`src/sortab_pkg.sv`:
```
// Shared types and codes for the sorted table block.
package sortab_pkg;

	// Width of one stored value.
	localparam int KEY_W = 32;

	// Request command codes.
	localparam logic [1:0] CMD_INSERT = 2'd0;
	localparam logic [1:0] CMD_DELETE = 2'd1;
	localparam logic [1:0] CMD_SEARCH = 2'd2;

	// Result status codes.
	localparam logic [1:0] STAT_DONE      = 2'd0;
	localparam logic [1:0] STAT_FULL      = 2'd1;
	localparam logic [1:0] STAT_NOT_FOUND = 2'd2;

	// Strobes that the sequencer broadcasts to every cell of the chain.
	typedef struct packed {
		logic cmp;
		logic ins;
		logic del;
	} cell_ctrl_t;

endpackage

```
`src/sortab_cell.sv`:
```
// One cell of the sorted chain: a stored value, its compare flags and shift logic.
module sortab_cell import sortab_pkg::*; (
	input  logic                    clk,
	input  cell_ctrl_t              ctrl,
	input  logic signed [KEY_W-1:0] key,
	input  logic                    valid,
	input  logic                    prev_le,
	input  logic                    prev_lt,
	input  logic signed [KEY_W-1:0] prev_val,
	input  logic signed [KEY_W-1:0] next_val,
	output logic signed [KEY_W-1:0] val,
	output logic                    le,
	output logic                    lt,
	output logic                    ins_hit,
	output logic                    del_hit
);

	logic signed [KEY_W-1:0] val_q;
	logic                    le_q;
	logic                    lt_q;

	// Compare against the broadcast key, then shift on insert or delete.
	always_ff @(posedge clk) begin
		if (ctrl.cmp) begin
			le_q <= valid && (val_q <= key);
			lt_q <= valid && (val_q < key);
		end
		if (ctrl.ins && !le_q) begin
			val_q <= prev_le ? key : prev_val;
		end else if (ctrl.del && !lt_q) begin
			val_q <= next_val;
		end
	end

	// The insert slot is the first cell not at or below the key.
	// The first equal cell is the one whose left neighbor is strictly below.
	assign ins_hit = !le_q && prev_le;
	assign del_hit = le_q && !lt_q && prev_lt;

	assign val = val_q;
	assign le  = le_q;
	assign lt  = lt_q;

endmodule

```
`config.mk`:
```
export PLATFORM = sky130hd
export DESIGN_NAME = sortab_cell
export DESIGN_NICKNAME = d
export VERILOG_FILES = /design/src/sortab_pkg.sv /design/src/sortab_cell.sv
export SDC_FILE = /design/constraint.sdc
export NUM_CORES = 1
export LEC_CHECK = 0
export BUFFER_PORTS_ARGS = -buffer_cell sky130_fd_sc_hd__buf_2
export CORE_MARGIN = 8
export CORE_UTILIZATION = 45
export CTS_BUF_LIST = sky130_fd_sc_hd__clkbuf_16
export CTS_CLUSTER_SIZE = 25
export DETAILED_ROUTE_END_ITERATION = 16
export GPL_TIMING_DRIVEN = 0
export PLACE_DENSITY_LB_ADDON = 0.1
export SLEW_MARGIN = 20
export SYNTH_ARGS = -nofsm -noshare
export SYNTH_HDL_FRONTEND = slang
export SYNTH_SLANG_ARGS = --single-unit
```
`constraint.sdc`:
```
create_clock -name clk -period 4.5 [get_ports clk]
set_input_delay 0 -clock clk [delete_from_list [all_inputs] [get_ports clk]]
set_output_delay 0 -clock clk [all_outputs]
set_load 0.05 [all_outputs]
```
Yosys cells after proc, flatten, opt, wreduce, memory -nomap -nowiden
Index checks and enable logic that the tools add are counted.
W data, S select, Z words.

cells by class
  add/sub/neg operators = 0
  multiply operators = 0
  divide/modulo/power cells = 0
  order comparisons = 2
  equal/unequal tests = 0
  shifts and indexed selects = 0
  muxes and demuxes = 3
  bitwise operators = 0
  reductions and logical operators = 10

operators by type and width
  kind                 number
  $mux W32             3
  $le A32 B32 Y1       1
  $lt A32 B32 Y1       1
  $logic_and A1 B1 Y1  7
  $logic_not A1 Y1     2
  $reduce_bool A2 Y1   1

word-level totals
  bits in registers = 34
  latch bits = 0
  RAM bits = 0
  bits in read-only memories = 0
  input port bits = 103
  output and inout bits = 36
  word-level logic and storage cells = 18
  memories = 0

Longest topological paths before layout
  depth after elaboration = 4
  gate-level depth with buffers = 8
  gate-level depth less buffers = 8

Least setup slack after synthesis
No wires, ideal clock.

  path type = register to register
  from = register lt_q (netlist: lt)
  to = register val_q[0] (netlist: val[0]) (enable)
  library setup time = 0.466 ns
  arrival = 2.991 ns
  required time = 4.034 ns
  setup slack = 1.043 ns
  stages on the path, launching flop included = 2
  cells stage by stage = edfxtp_1 > o21ai_0

on the way
  cells in the longest elaborated chain, start to end = 3

RTL lines
  what                          line               text
  start: declaration            sortab_cell.sv:20  logic lt_q;
  start signal: assignment      sortab_cell.sv:26  lt_q <= valid && (val_q < key);
  $logic_not A1 Y1              sortab_cell.sv:30  end else if (ctrl.del && !lt_q) begin
  $logic_and A1 B1 Y1           sortab_cell.sv:30
  $reduce_bool A2 Y1 (no line)  -
  end signal: assignment        sortab_cell.sv:29  val_q <= prev_le ? key : prev_val;
  end signal: assignment        sortab_cell.sv:31  val_q <= next_val;
  end: declaration              sortab_cell.sv:18  logic signed [KEY_W-1:0] val_q;

No other way between the ends.
A chain may end at the register's enable or synchronous reset.

Worst setup path after layout
  from = register val_q[31] (netlist: val[31])
  to = register le_q (netlist: le), data pin

on the way
  cells in the longest elaborated chain, start to end = 2

RTL lines
  what                    line               text
  $le A32 B32 Y1          sortab_cell.sv:25  le_q <= valid && (val_q <= key);
  $logic_and A1 B1 Y1     sortab_cell.sv:25
  end signal: assignment  sortab_cell.sv:25
  end: declaration        sortab_cell.sv:19  logic le_q;

No other way between the ends.

==> flow_summary.toml <==
[layout]
drive_above_1_share = 0.367
fin_nets = 548
synthToLayoutAreaGrowth_pct = 39.8
diodes = 0
num-fill-cells = 500

[run_status]
status = "completed"

[synth]
synth.distinct_cells = 31
synthFlopType = "edfxtp_1"
ys_ff_latch = 34
syn_nets = 397
yosysWarnings = 0
syn_avg_cell_area_um2 = 9.72
synth_area_leaders = "edfxtp_1 40%, ha_1 16%, mux2i_1 13%"
yosys.area.top_type = "edfxtp_1"
seq_area_frac_synth = 0.401
synth_area_um2 = 2550
synthTopCellsByCount = "38 x nand2_1, 36 x o21ai_0, 35 x inv_1, 34 x edfxtp_1"
synth_edf_count = 34
yosysMostFrequentCell = "nand2_1"
ys_async_sr_fraction = 0
yosysTopAreaCellShare = 0.401
synthCells = 262

[floorplanning]
rows = 27
die_h_um = 91.2
pin_count = 139
design.die.area_um2 = 8320
coreArea_um2 = 5470
fp.dieW_um = 91.2
start_util = 0.465

[grt]
grt_max_degree = 18
busiest_layer = "met2"
globalRouteMet2Util = 0.300
grt_overflow = 0
antenna_found_initial = 0
met1_usage = 0.200
first_global_vias = 2628
grtUsageTotal = 0.173
gr-usage-met3 = 0.0568
grt_pass1_wl_um = 11900

[clock_network]
clock-sinks = 34
clock-root-buffer = "clkbuf_16"
cts_tree = "done"
insertion_delay_ns = 0.28
clk_pin_slew_ns = 0.06
cts_buffers = 5
cts_max_level = 2
clk_path_buf_depth = 2
post_cts_resize_count = 0

[routing]
drtIter0Drc = 82
route.detailed.drc = 0
drt_pass1_iterations = 4
vias = 2465
wirelength_um = 7390
routedWlPerCell_um = 15.2
avgViaCountPerCell = 5.07
ant_nets = 0

[critical_path]
crit_buf_inv = 0
critical_path_arrival_ns = 2.40
crit_slowest_cell = "nor4_1"
crit_path_max_fanout = 5
crit_required_ns = 4.53
critPathKind = "flip-flop to flip-flop"
worstSetupEndpointType = "flip-flop"
critPathMaxStageDelay_ns = 0.61
crit_path_cell_trace = "ha_1, nand4_2, nor4_1, a311o_2, o31ai_4, a41o_1"
ff2ff_path_depth = 6
cp_top_family = "simple AND/OR/NAND/NOR gates"
cp_num_cells = 6
startpoint_type = "flip-flop"

[placement]
io_buffers = 137
place_congestion = 0.744
place.detailed.hpwl_um = 6130

[sta]
finalCriticalPeriod_ns = 2.37
setup-violations-final = 0
max_freq_ghz = 0.422
final_hold_viol_count = 0
finClkSkew_ns = 0.00405
finalCritPeriodShare = 0.526
tns_ns = 0
hold-worst-slack_ns = 0.00136
slew_viol_final = 0
slew_headroom = 0.549
worst_pin_slew_ns = 0.673
rsz0062_at_grt = "false"

[power_and_ir_drop]
powerDensity_nw_per_um2 = 342
vdd_drop_max_mv = 0.173
leakage_nw = 1.89
power_w = 0.00122

[hold_path]
hold_depth = 3
min_path_type = "input pin to flip-flop"

[run]
cap_violations = 0
==> layout make-up <==
class / instances / area, µm² / area share
clock inverters: 3 / 12.5 / 0.00352
inverters: 35 / 131 / 0.0369
plain buffers: 11 / 45.0 / 0.0127
flip-flops and latches: 34 / 1020 / 0.287
multi-input cells: 182 / 1360 / 0.382
well taps: 72 / 90.1 / 0.0253
repair buffers: 144 / 773 / 0.217
clock buffers: 5 / 125 / 0.0352
==> timing repair <==
action,CTS,global route
buffers inserted,0,0
endpoints found under the setup margin,0,0
hold endpoints to repair,7,0
hold buffers,6,0
==> cells by family after synthesis <==
logic type	count (synthesis)	synth area share
flip-flops	34	0.401
multiplexers	32	0.126
AND/OR/NAND/NOR	58	0.107
buffers and inverters	46	0.0693
AO/OA/AOI/OAI	60	0.140
adder cells (fa/ha/maj)	32	0.157
==> routing by layer <==
layer  up-vias  routed length (µm)
li1       1248                   -
met1      1130                3120
met2        81                3670
met3         6                 543
met4         0                  57
met5         -                   0
==> flip-flops by register name, indices dropped and copies added, names as in the netlist <==
name  cells
le        1
lt        1
val      32
==> worst register-to-register path, cell delays in order (launching register included) <==
cell and delay [ns]:
edfxtp_1 0.38, ha_1 0.37, nand4_2 0.17, nor4_1 0.61, a311o_2 0.31, o31ai_4 0.08
a41o_1 0.21
==> where the power goes <==
part	internal [W]	switching, W
Clock	0.000200	0.000127
Sequential	0.000408	0.0000236
Combinational	0.000152	0.000307
Total	0.000760	0.000457
==> final timing paths <==
kind | slack [ns] | startpoint | endpoint
worst max-delay path | 2.13 | val[31] | le
worst min-delay path | 0.001 | next_val[18] | val[18]
worst max register to register | 2.13 | val[31] | le
worst min register to register | 0.77 | val[1] | le
==> per-stage QoR <==
step,utilization,instance area (µm²),worst slack (ns),cells
after floorplan,-,2550,1.04,262
after global placement,0.607,3320,0.153,471
after detailed placement,0.614,3360,2.14,472
after CTS,0.650,3560,2.11,486
after global routing,0.650,3560,2.01,486
final,0.650,3560,2.13,486
==> cell usage in the layout (no fill, tap or decap), types with 5 or more instances in the layout <==
master and count:
clkbuf_1 8, o21ai_0 35, mux2i_1 32, inv_1 36
a21oi_1 12, dlygate4sd3_1 6, edfxtp_1 34, ha_1 32
nand2_1 38, buf_2 140, nand4_1 6, clkbuf_16 5
No activity file was read; power rests on OpenSTA's default activity.
