File: config.mk
export PLATFORM = sky130hd
export DESIGN_NAME = sortab_enc
export DESIGN_NICKNAME = d
export VERILOG_FILES = /design/src/sortab_enc.sv
export SDC_FILE = /design/constraint.sdc
export NUM_CORES = 1
export LEC_CHECK = 0
export BUFFER_PORTS_ARGS = -buffer_cell sky130_fd_sc_hd__buf_2
export CORE_ASPECT_RATIO = 0.75
export CORE_UTILIZATION = 37
export CTS_BUF_LIST = sky130_fd_sc_hd__clkbuf_2
export CTS_CLUSTER_DIAMETER = 200
export DETAILED_ROUTE_END_ITERATION = 8
export PLACE_DENSITY = 0.81
export SLEW_MARGIN = 20
export SYNTH_ARGS = -nofsm -noshare
export SYNTH_HDL_FRONTEND = slang
export SYNTH_SLANG_ARGS = --single-unit
export TNS_END_PERCENT = 10
File: constraint.sdc
create_clock -name clk -period 1.5 [get_ports clk]
set_input_delay 0 -clock clk [delete_from_list [all_inputs] [get_ports clk]]
set_output_delay 0 -clock clk [all_outputs]
set_load 0.1 [all_outputs]
File: src/sortab_enc.sv
// Two-level registered encoder that turns a one-hot cell flag into an index.
module sortab_enc #(
	parameter int DEPTH = 64
) (
	input  logic                     clk,
	input  logic [DEPTH-1:0]         hit,
	output logic [$clog2(DEPTH)-1:0] pos,
	output logic                     found
);

	localparam int IW   = $clog2(DEPTH);
	localparam int GW   = 32;
	localparam int NGRP = (DEPTH + GW - 1) / GW;

	logic [NGRP*GW-1:0] hit_pad;
	logic [IW-1:0]      grp_pos [NGRP];
	logic               grp_any [NGRP];
	logic [IW-1:0]      grp_pos_s1 [NGRP];
	logic               grp_any_s1 [NGRP];
	logic [IW-1:0]      all_pos;
	logic               all_any;
	logic [IW-1:0]      pos_s2;
	logic               found_s2;

	assign hit_pad = (NGRP*GW)'(hit);

	// First level: each group of cells ORs the index of its flagged cell.
	for (genvar g = 0; g < NGRP; g++) begin : g_grp
		always_comb begin
			grp_pos[g] = '0;
			grp_any[g] = 1'b0;
			for (int j = 0; j < GW; j++) begin
				grp_pos[g] = grp_pos[g] | ({IW{hit_pad[g*GW+j]}} & IW'(g*GW+j));
				grp_any[g] = grp_any[g] | hit_pad[g*GW+j];
			end
		end
	end

	always_ff @(posedge clk) begin
		grp_pos_s1 <= grp_pos;
		grp_any_s1 <= grp_any;
	end

	// Second level: merge the group results.
	always_comb begin
		all_pos = '0;
		all_any = 1'b0;
		for (int g = 0; g < NGRP; g++) begin
			all_pos = all_pos | grp_pos_s1[g];
			all_any = all_any | grp_any_s1[g];
		end
	end

	always_ff @(posedge clk) begin
		pos_s2   <= all_pos;
		found_s2 <= all_any;
	end

	assign pos   = pos_s2;
	assign found = found_s2;

endmodule

=== Yosys cells after proc, flatten, opt, wreduce, memory -nomap -nowiden ===
Index checks and enable logic that the tools add are counted.
W data, S select, Z words.

* Bitwise logic cells: 125

{| class="wikitable"
|+ Operators by type and width
! operator !! count
|-
| $or A6 B6 Y6 || 32
|-
| $or A5 B5 Y5 || 15
|-
| $or A1 B1 Y1 || 63
|-
| $or A4 B4 Y4 || 7
|-
| $or A3 B3 Y3 || 3
|-
| $or A4 B5 Y5 || 1
|-
| $or A3 B4 Y4 || 1
|-
| $or A2 B3 Y3 || 1
|-
| $or A1 B2 Y2 || 1
|-
| $or A2 B2 Y2 || 1
|}

* Flip-flop bits (word level): 21
* Output and inout port bits: 7
* Input port bits: 65
* Word-level logic and storage cells: 131

=== Longest topological paths before layout ===
Gate-level depths: netlist of the first run.

* Depth after elaboration: 31
* Mapped depth: 3
* Gate-level depth less buffers: 3

=== Worst setup path after synthesis of the first run ===
OpenSTA, ideal clock, no wires.

* Path type: input to register
* Start point: input port hit[42]
* End point: register grp_any_s1[0] in the netlist's numbering
* Path slack: 450 ps
* Buffers on the path: 0
* Arrival: 909 ps
* Stages: 3
* Cells stage by stage: or4_1 -> nor4b_1 -> nand4_1

{| class="wikitable"
|+ RTL lines
! what !! line !! text
|-
| start, declared || 6 || <nowiki>input logic [DEPTH-1:0] hit,</nowiki>
|-
| end signal, assigned || 41 || <nowiki>grp_any_s1 <= grp_any;</nowiki>
|-
| end, declared || 19 || <nowiki>logic grp_any_s1 [NGRP];</nowiki>
|}

==> results of run 1 <==
## cells in the final DEF, fill, tap and decap left out, drive strengths merged
cell type,Yosys,routed
or4,6,6
nand4,7,7
clkinv,0,1
and4,1,1
nor4,20,20
buf,0,71
clkbuf,0,3
nand2,3,3
diode,0,1
dlygate4sd3,0,55
or2,6,6
or3,1,1
nor2,5,5
and3,1,1
nor3,7,7
nand3,2,2
dfxtp,19,19
nor4b,1,1
## stage by stage
step                      cell area, um^2   util  std cells  hold slack, ns
final                                1760  0.966        232          0.0146
after global routing                 1760  0.964        231         -0.0303
after CTS                            1710  0.936        231          0.0172
after detailed placement             1130  0.623        172           0.214
after global placement               1130  0.623        172           0.211
after floorplan                       752      -         79          0.0908
## power groups by stage
stage          Combinational (mW)  Sequential, mW  Clock, mW
6_report                    0.279           0.506      0.256
5_1_grt                     0.283           0.506      0.278
3_5_place_dp                0.129           0.516          0
2_1_floorplan              0.0210           0.516          0
4_1_cts                     0.213           0.505      0.212
3_3_place_gp                0.125           0.516          0
## tightest hold or removal path, delay by kind of cell
kind                   cells  cell delay (ns)
buffers and inverters      1             0.09
and+or+nand+nor            3             0.28
## registers in the layout (all words and copies together), names as in the netlist
register    flops
found           1
grp_pos_s1     10
grp_any_s1      2
pos             6
## metal layers
| layer | vias to the layer above | GRT usage |
|---|---|---|
| li1 | 585 | - |
| met1 | 681 | 0.463 |
| met2 | 220 | 0.840 |
| met3 | 109 | 0.293 |
| met4 | 0 | 0.474 |
| met5 | - | 0 |
## layout make-up
class	count	area, um^2	area share
flip-flops and latches	19	380	0.216
diodes	1	2.50	0.00142
multi-input cells	60	423	0.240
clock inverters	1	5.00	0.00284
well taps	22	27.5	0.0156
repair buffers	126	906	0.515
clock buffers	3	15.0	0.00853
## kinds of logic (layout without fill, tap and decap cells)
kind of cell	after synthesis	after routing	share of synthesized area
and+or+nand+nor	60	60	0.494
DFF	19	19	0.506
buffers and inverters	0	130	0
other	0	1	0
## what timing repair did
| action | in CTS | in global routing |
|---|---|---|
| hold endpoints to repair | 12 | 0 |
| hold buffers | 55 | 0 |
| setup endpoints to repair | 0 | 5 |
| resized for setup | 0 | 8 |
## worst min path at each step
| stage | endpoint | cells after the start | from | slack (ns) |
|---|---|---|---|---|
| floorplan | grp_pos_s1[1]$_DFF_P_ | 2 | hit[50] | 0.09 |
| global placement | grp_pos_s1[4]$_DFF_P_ | 3 | hit[48] | 0.21 |
| detailed placement | grp_pos_s1[4]$_DFF_P_ | 3 | hit[48] | 0.21 |
| CTS | grp_pos_s1[4]$_DFF_P_ | 4 | hit[51] | 0.02 |
| global route | grp_pos_s1[9]$_DFF_P_ | 4 | hit[29] | -0.03 |
| finish | grp_pos_s1[9]$_DFF_P_ | 4 | hit[29] | 0.01 |
==> impl_summary.txt, run 1 <==
----------------------------------------------------
[Final layout]
  Share of final-layout standard cells stronger than drive strength 1 ... 0.431
  Area delta synth->final ... 134%
  Number of inserted filler cells in the final layout ... 39
  Final #Nets ... approximately 280

[Synthesis]
  Post-synth ARST share ... 0
  Cells taking the most area after synthesis ... dfxtp_1 51%, nor4_1 16%, nand4_1 5.8%
  Post-synthesis average cell area ... roughly 9.5 um^2
  Sequential-to-total area share from yosys stat ... 0.506
  Post-Syn Instances ... 79
  Post-Synthesis Net Count ... roughly 140
  Leading register cell type out of synthesis ... dfxtp_1
  EDFF count, synth ... 0
  Netlist cell types ... 16
  Largest area contributor in the synthesized netlist ... dfxtp_1
  Mapped cell area ... ~750 um^2
  Post-synth top cells ... 19 x dfxtp_1, 19 x nor4_1, 7 x nand4_1
  Yosys top cell area share ... 0.506
  Synthesis-stage register bit count ... 19
  Synth Warn # ... 0

[Status]
  Failing checks ... negative setup slack
  Result of the run ... complete, but fails checks

[Timing]
  Final cycle utilization of the critical path ... 1.11
  Period minus WS final ... approximately 1.7 ns
  Skew final ... about 0.042 ns
  F_max ... about 600 MHz
  Setup total negative slack ... -0.203 ns
  Final Hold Violating Endpoints ... 0
  Actual transition at the worst max-transition pin ... 0.503 ns
  Final setup vio count ... 3
  Worst slew slack as a fraction of its limit ... 0.667
  Slack of the critical path ... -0.159 ns
  Final max-slew violation count ... 0

[Global route]
  Total gr overflow ... 0
  Vias in the first global route ... 1467
  Maximum number of pins on one net before global-route repair ... 12
  Wire length of the first global-routing pass ... approximately 7400 um
  All-layer global routing usage ... 0.512
  Antenna violations before repair ... 0

[Setup path]
  Worst path slowest cell ... dlygate4sd3_1
  Crit-path max FO ... 2
  Worst r2r src ... grp_pos_s1[3]$_DFF_P_
  Critical Setup Path Class ... in -> reg
  Launching element of the worst setup path ... hit[3]
  Worst reg2reg endpoint ... pos[3]$_DFF_P_
  Crit-path max cell delay ... approximately 0.65 ns
  Top cell by count, worst path ... dlygate4sd3_1
  Buffers plus inverters on the worst setup path ... 3
  Depth of the most critical reg-to-reg path ... 1
  Critical Path Sink ... grp_pos_s1[6]$_DFF_P_
  Kind of end point of the critical path ... flip-flop
  Register-to-register path setup slack ... ~0.73 ns
  Dominant delay contributor by cell family on the critical path ... buffers and inverters
  Arr. time, crit path ... 1.91 ns
  Stages on worst setup path ... 5
  Worst-path cell chain ... dlygate4sd3_1 > buf_2 > nor4_4 > dlygate4sd3_1 > nand4_1
  Required arrival time at the worst endpoint ... around 1.8 ns
  Critical Path Start Type ... primary input

[Die]
  Number of placed I/O pins ... just over 70
  Die Area ... 2220 um^2
  Initial Util ... 0.413
  Die outline height ... approximately 40 um
  Horizontal die dimension ... 54.1 um
  Std cell rows ... 13
  Core box area ... 1820 um^2

[Power]
  Worst voltage drop across the vdd grid ... 0.000917 V
  Final Total Pwr ... about 1.0 mW
  Fraction of power consumed by combinational cells ... 0.268
  Clock share of power ... 0.246
  Static leakage ... between 0.7 and 0.8 nW
  Reg power frac ... 0.486
  Net switching component of the power ... between 300 and 400 uW
  Internal ... around 720 uW
  Switch share ... 0.312
  Power Density ... 591 nW/um^2

[Route]
  Pre-antenna DRT Iters ... 6
  Total met3 wirelength after detailed routing ... between 900 and 1000 um
  Vias per std cell ... 6.88
  Detailed-route wire length on metal 1 ... roughly 2000 um
  Via Count ... approximately 1600
  DRC ... 0
  Routed wirelength normalized by instance count ... approximately 26 um
  Wire length on met2 ... between 2000 and 2500 um
  Number of violations reported at the end of detailed-routing iteration 0 ... a little over 200
  Total routed wirelength ... 6020 um
  Antenna-violating nets left ... 0
  Top metal layer carrying routed signals ... met4

[Placed design]
  Setup slack at placement ... 0.260 ns
  Number of buffer cells added on primary ports ... 71
  Final GP Congestion ... between 0.9 and 1
  DP Wirelength ... slightly above 2000 um

[Clocking]
  Buffer depth of the longest clock path ... 2
  Root Buffer ... clkbuf_2
  TritonCTS clock tree ... built
  Cts bufs inserted ... 3
  Clock latency reported for the late side of the worst-skew pair ... about 0.37 ns
  Clock-pin slew of the registers on the worst-case setup and hold paths ... between 0.2 and 0.25 ns
  CTS sink cnt ... 19
  Count of buffers added by post-CTS timing repair for setup ... 0
  Count of H-tree levels built during CTS ... 1

[Run]
  Maximum Capacitance Violations ... 0

[Min path]
  Hold crit path type ... in -> reg

----------------------------------------------------
No activity file was read; power rests on OpenSTA's default activity.
==> run 2: changes to the inputs <==
--- a/config.mk
+++ b/config.mk
@@ -6,12 +6,15 @@
 export NUM_CORES = 1
 export LEC_CHECK = 0
 export BUFFER_PORTS_ARGS = -buffer_cell sky130_fd_sc_hd__buf_2
+export CELL_PAD_IN_SITES_DETAIL_PLACEMENT = 0
+export CELL_PAD_IN_SITES_GLOBAL_PLACEMENT = 1
 export CORE_ASPECT_RATIO = 0.75
-export CORE_UTILIZATION = 37
-export CTS_BUF_LIST = sky130_fd_sc_hd__clkbuf_2
+export CORE_UTILIZATION = 24
+export CTS_BUF_LIST = sky130_fd_sc_hd__clkbuf_2 sky130_fd_sc_hd__clkbuf_4 sky130_fd_sc_hd__clkbuf_8
 export CTS_CLUSTER_DIAMETER = 200
 export DETAILED_ROUTE_END_ITERATION = 8
-export PLACE_DENSITY = 0.81
+export PLACE_DENSITY_LB_ADDON = 0.1
+export SKIP_LAST_GASP = 1
 export SLEW_MARGIN = 20
 export SYNTH_ARGS = -nofsm -noshare
 export SYNTH_HDL_FRONTEND = slang
==> impl_summary.txt, run 2 (synthesis gave the netlist of run 1 again) <==
----------------------------------------------------
[Global route]
  Vias in the first global route ... 1120 (-24%)
  Maximum number of pins on one net before global-route repair ... 12 (unchanged)
  Total gr overflow ... 0 (unchanged)
  Antenna violations before repair ... 0 (unchanged)
  Wire length of the first global-routing pass ... 4720 um (-36%)
  All-layer global routing usage ... 0.192 (-0.320)

[Final layout]
  Antenna Diode Count ... 0 (-1)
  Share of final-layout standard cells stronger than drive strength 1 ... 0.447 (+0.0167)
  Register with the most flip-flops ... grp_pos_s1
  Largest register FFs ... 10 (unchanged)
  Number of inserted filler cells in the final layout ... 283 (+630%)
  Multi-input gate area ... 378 um^2 (-11%)
  Area delta synth->final ... 108%
  FF+latch area ... 380 um^2 (unchanged)
  Most common cell after layout, fill and taps aside ... buf_2
  Non-Filler Cell Area, Final ... 1570 um^2 (-11%)
  Most used cells in the layout excluding fill and tap cells ... 71 x buf_2, 36 x dlygate4sd3_1, 19 x dfxtp_1
  Final #Nets ... 256 (-6.9%)

[Timing]
  Setup repair after global routing missed its margin ... yes
  Setup total negative slack ... -0.0503 ns (+0.153 ns)
  Final setup vio count ... 1 (-2)
  Final max-slew violation count ... 0 (unchanged)
  Final Hold Violating Endpoints ... 0 (unchanged)
  Skew final ... 0.000359 ns (-0.0417 ns)
  Final cycle utilization of the critical path ... 1.03 (-0.0728)
  Worst slew slack as a fraction of its limit ... 0.676 (+0.00959)
  Period minus WS final ... 1.55 ns (-0.109 ns)
  Slack of the critical path ... -0.0503 ns (+0.109 ns)
  F_max ... 645 MHz (+7.0%)
  Actual transition at the worst max-transition pin ... 0.489 ns (-0.0145 ns)

[Die]
  Core box area ... 2960 um^2 (+62%)
  Number of placed I/O pins ... 72 (unchanged)
  Die outline height ... 50.5 um (+23%)
  Initial Util ... 0.254 (-0.158)
  Std cell rows ... 17 (+4)
  Horizontal die dimension ... 66.6 um (+23%)
  Die Area ... 3360 um^2 (+52%)

[Clocking]
  Cts bufs inserted ... 3 (unchanged)
  CTS sink cnt ... 19 (unchanged)
  TritonCTS clock tree ... built
  Root Buffer ... clkbuf_8
  Count of H-tree levels built during CTS ... 1 (unchanged)
  Clock latency reported for the late side of the worst-skew pair ... 0.25 ns (-0.12 ns)
  Count of buffers added by post-CTS timing repair for setup ... 0 (unchanged)
  Buffer depth of the longest clock path ... 2 (unchanged)
  Clock-pin slew of the registers on the worst-case setup and hold paths ... 0.07 ns (-0.17 ns)

[Setup path]
  Required arrival time at the worst endpoint ... 1.62 ns (-0.13 ns)
  Depth of the most critical reg-to-reg path ... 1 (unchanged)
  Buffers plus inverters on the worst setup path ... 2 (-1)
  Critical Setup Path Class ... in -> reg
  Register-to-register path setup slack ... 0.80 ns (+0.07 ns)
  Worst-path cell chain ... dlygate4sd3_1 > buf_2 > or4_1 > nor4b_1 > nand4_1
  Arr. time, crit path ... 1.67 ns (-0.24 ns)
  Crit-path max cell delay ... 0.54 ns (-0.11 ns)
  Kind of end point of the critical path ... flip-flop
  Worst path slowest cell ... dlygate4sd3_1
  Launching element of the worst setup path ... hit[35]
  Worst reg2reg endpoint ... pos[3]$_DFF_P_
  Crit-path max FO ... 2 (unchanged)
  Critical Path Start Type ... primary input
  Dominant delay contributor by cell family on the critical path ... simple AND/OR/NAND/NOR gates
  Worst r2r src ... grp_pos_s1[3]$_DFF_P_
  Critical Path Sink ... grp_any_s1[0]$_DFF_P_
  Stages on worst setup path ... 5 (unchanged)

[Status]
  Result of the run ... complete, but fails checks
  Failing checks ... negative setup slack

[Power]
  Clock share of power ... 0.324 (+0.078)
  Static leakage ... 0.665 nW (-14%)
  Power Density ... 669 nW/um^2 (+13%)
  Reg power frac ... 0.481 (-0.005)
  Switch share ... 0.221 (-0.0908)
  Fraction of power consumed by combinational cells ... 0.195 (-0.073)
  Net switching component of the power ... 232 uW (-29%)
  Worst voltage drop across the vdd grid ... 0.000415 V (-55%)
  Internal ... 816 uW (+14%)

[Placed design]
  Number of buffer cells added on primary ports ... 71 (unchanged)
  Final GP Congestion ... 0.843 (-11%)
  Total placed instance area ... 1150 um^2 (+1.8%)
  DP Wirelength ... 2010 um (-0.98%)
  Setup slack at placement ... 0.244 ns (-0.0164 ns)

[Route]
  DRC ... 0 (unchanged)
  Vias per std cell ... 4.88 (-29%)
  Number of violations reported at the end of detailed-routing iteration 0 ... 43 (-79%)
  Pre-antenna DRT Iters ... 4 (-2)
  Routed wirelength normalized by instance count ... 13.4 um (-48%)
  Total routed wirelength ... 3050 um (-49%)
  Via Count ... 1113 (-30%)
  Antenna-violating nets left ... 0 (unchanged)

[Min path]
  Hold crit path type ... in -> reg

[Run]
  Maximum Capacitance Violations ... 0 (unchanged)

----------------------------------------------------
## run 2: cell count changes in the layout (fill, tap and decap cells not counted), moves of 2 or more
cell,change
dlygate4sd3_1,-19
clkbuf_2,-3
nor4_4,-2
nor4_1,+2
clkbuf_8,+3
## run 2: repair_timing
item	in CTS	in global routing
endpoints found under the hold margin	11	0
endpoints found under the setup margin	0	3
resized for setup	0	1
hold buffers	36	0
## run 2: area by class of cell
class                   instances  area share
well taps                      38      0.0303
multi-input cells              60       0.241
repair buffers                107       0.457
flip-flops and latches         19       0.243
clock inverters                 1     0.00319
clock buffers                   3      0.0263
## run 2: power groups by stage
stage / clock network [mW] / logic, mW / registers (mW)
floorplan: 0 / 0.0210 / 0.516
global placement: 0 / 0.131 / 0.516
detailed placement: 0 / 0.129 / 0.516
CTS: 0.354 / 0.195 / 0.504
global route: 0.379 / 0.221 / 0.504
finish: 0.339 / 0.205 / 0.504
## run 2: tightest hold or removal path, stage by stage
cell and delay, ns:
buf_2 0.08, nor4_1 0.05, nand4_1 0.09
## run 2: through the flow
step | hold slack, ns | instances | total power, mW | util
4_1_cts | 0.000493 | 228 | 1.05 | 0.528
5_1_grt | 0.00276 | 228 | 1.10 | 0.530
2_1_floorplan | 0.0908 | 79 | 0.537 | -
3_3_place_gp | 0.222 | 188 | 0.647 | 0.391
6_report | 0.0000111 | 228 | 1.05 | 0.530
3_5_place_dp | 0.223 | 188 | 0.645 | 0.391
## run 2: worst min path at each step
stage / slack [ns] / cells after the start / end / start
6_report: 0.00001 / 3 / grp_pos_s1[6]$_DFF_P_ / hit[1]
5_1_grt: 0.003 / 3 / grp_pos_s1[7]$_DFF_P_ / hit[18]
4_1_cts: 0.0005 / 3 / grp_pos_s1[7]$_DFF_P_ / hit[18]
3_5_place_dp: 0.22 / 3 / grp_pos_s1[10]$_DFF_P_ / hit[17]
3_3_place_gp: 0.22 / 3 / grp_any_s1[0]$_DFF_P_ / hit[32]
2_1_floorplan: 0.09 / 2 / grp_pos_s1[1]$_DFF_P_ / hit[50]
## run 2: per-layer routing
metal	up-vias	global-route usage	share of wire
met2	55	0.310	0.49
met3	12	0.0727	0.076
met4	0	0.0674	0.029
li1	541	-	-
met1	505	0.230	0.41
met5	-	0	0
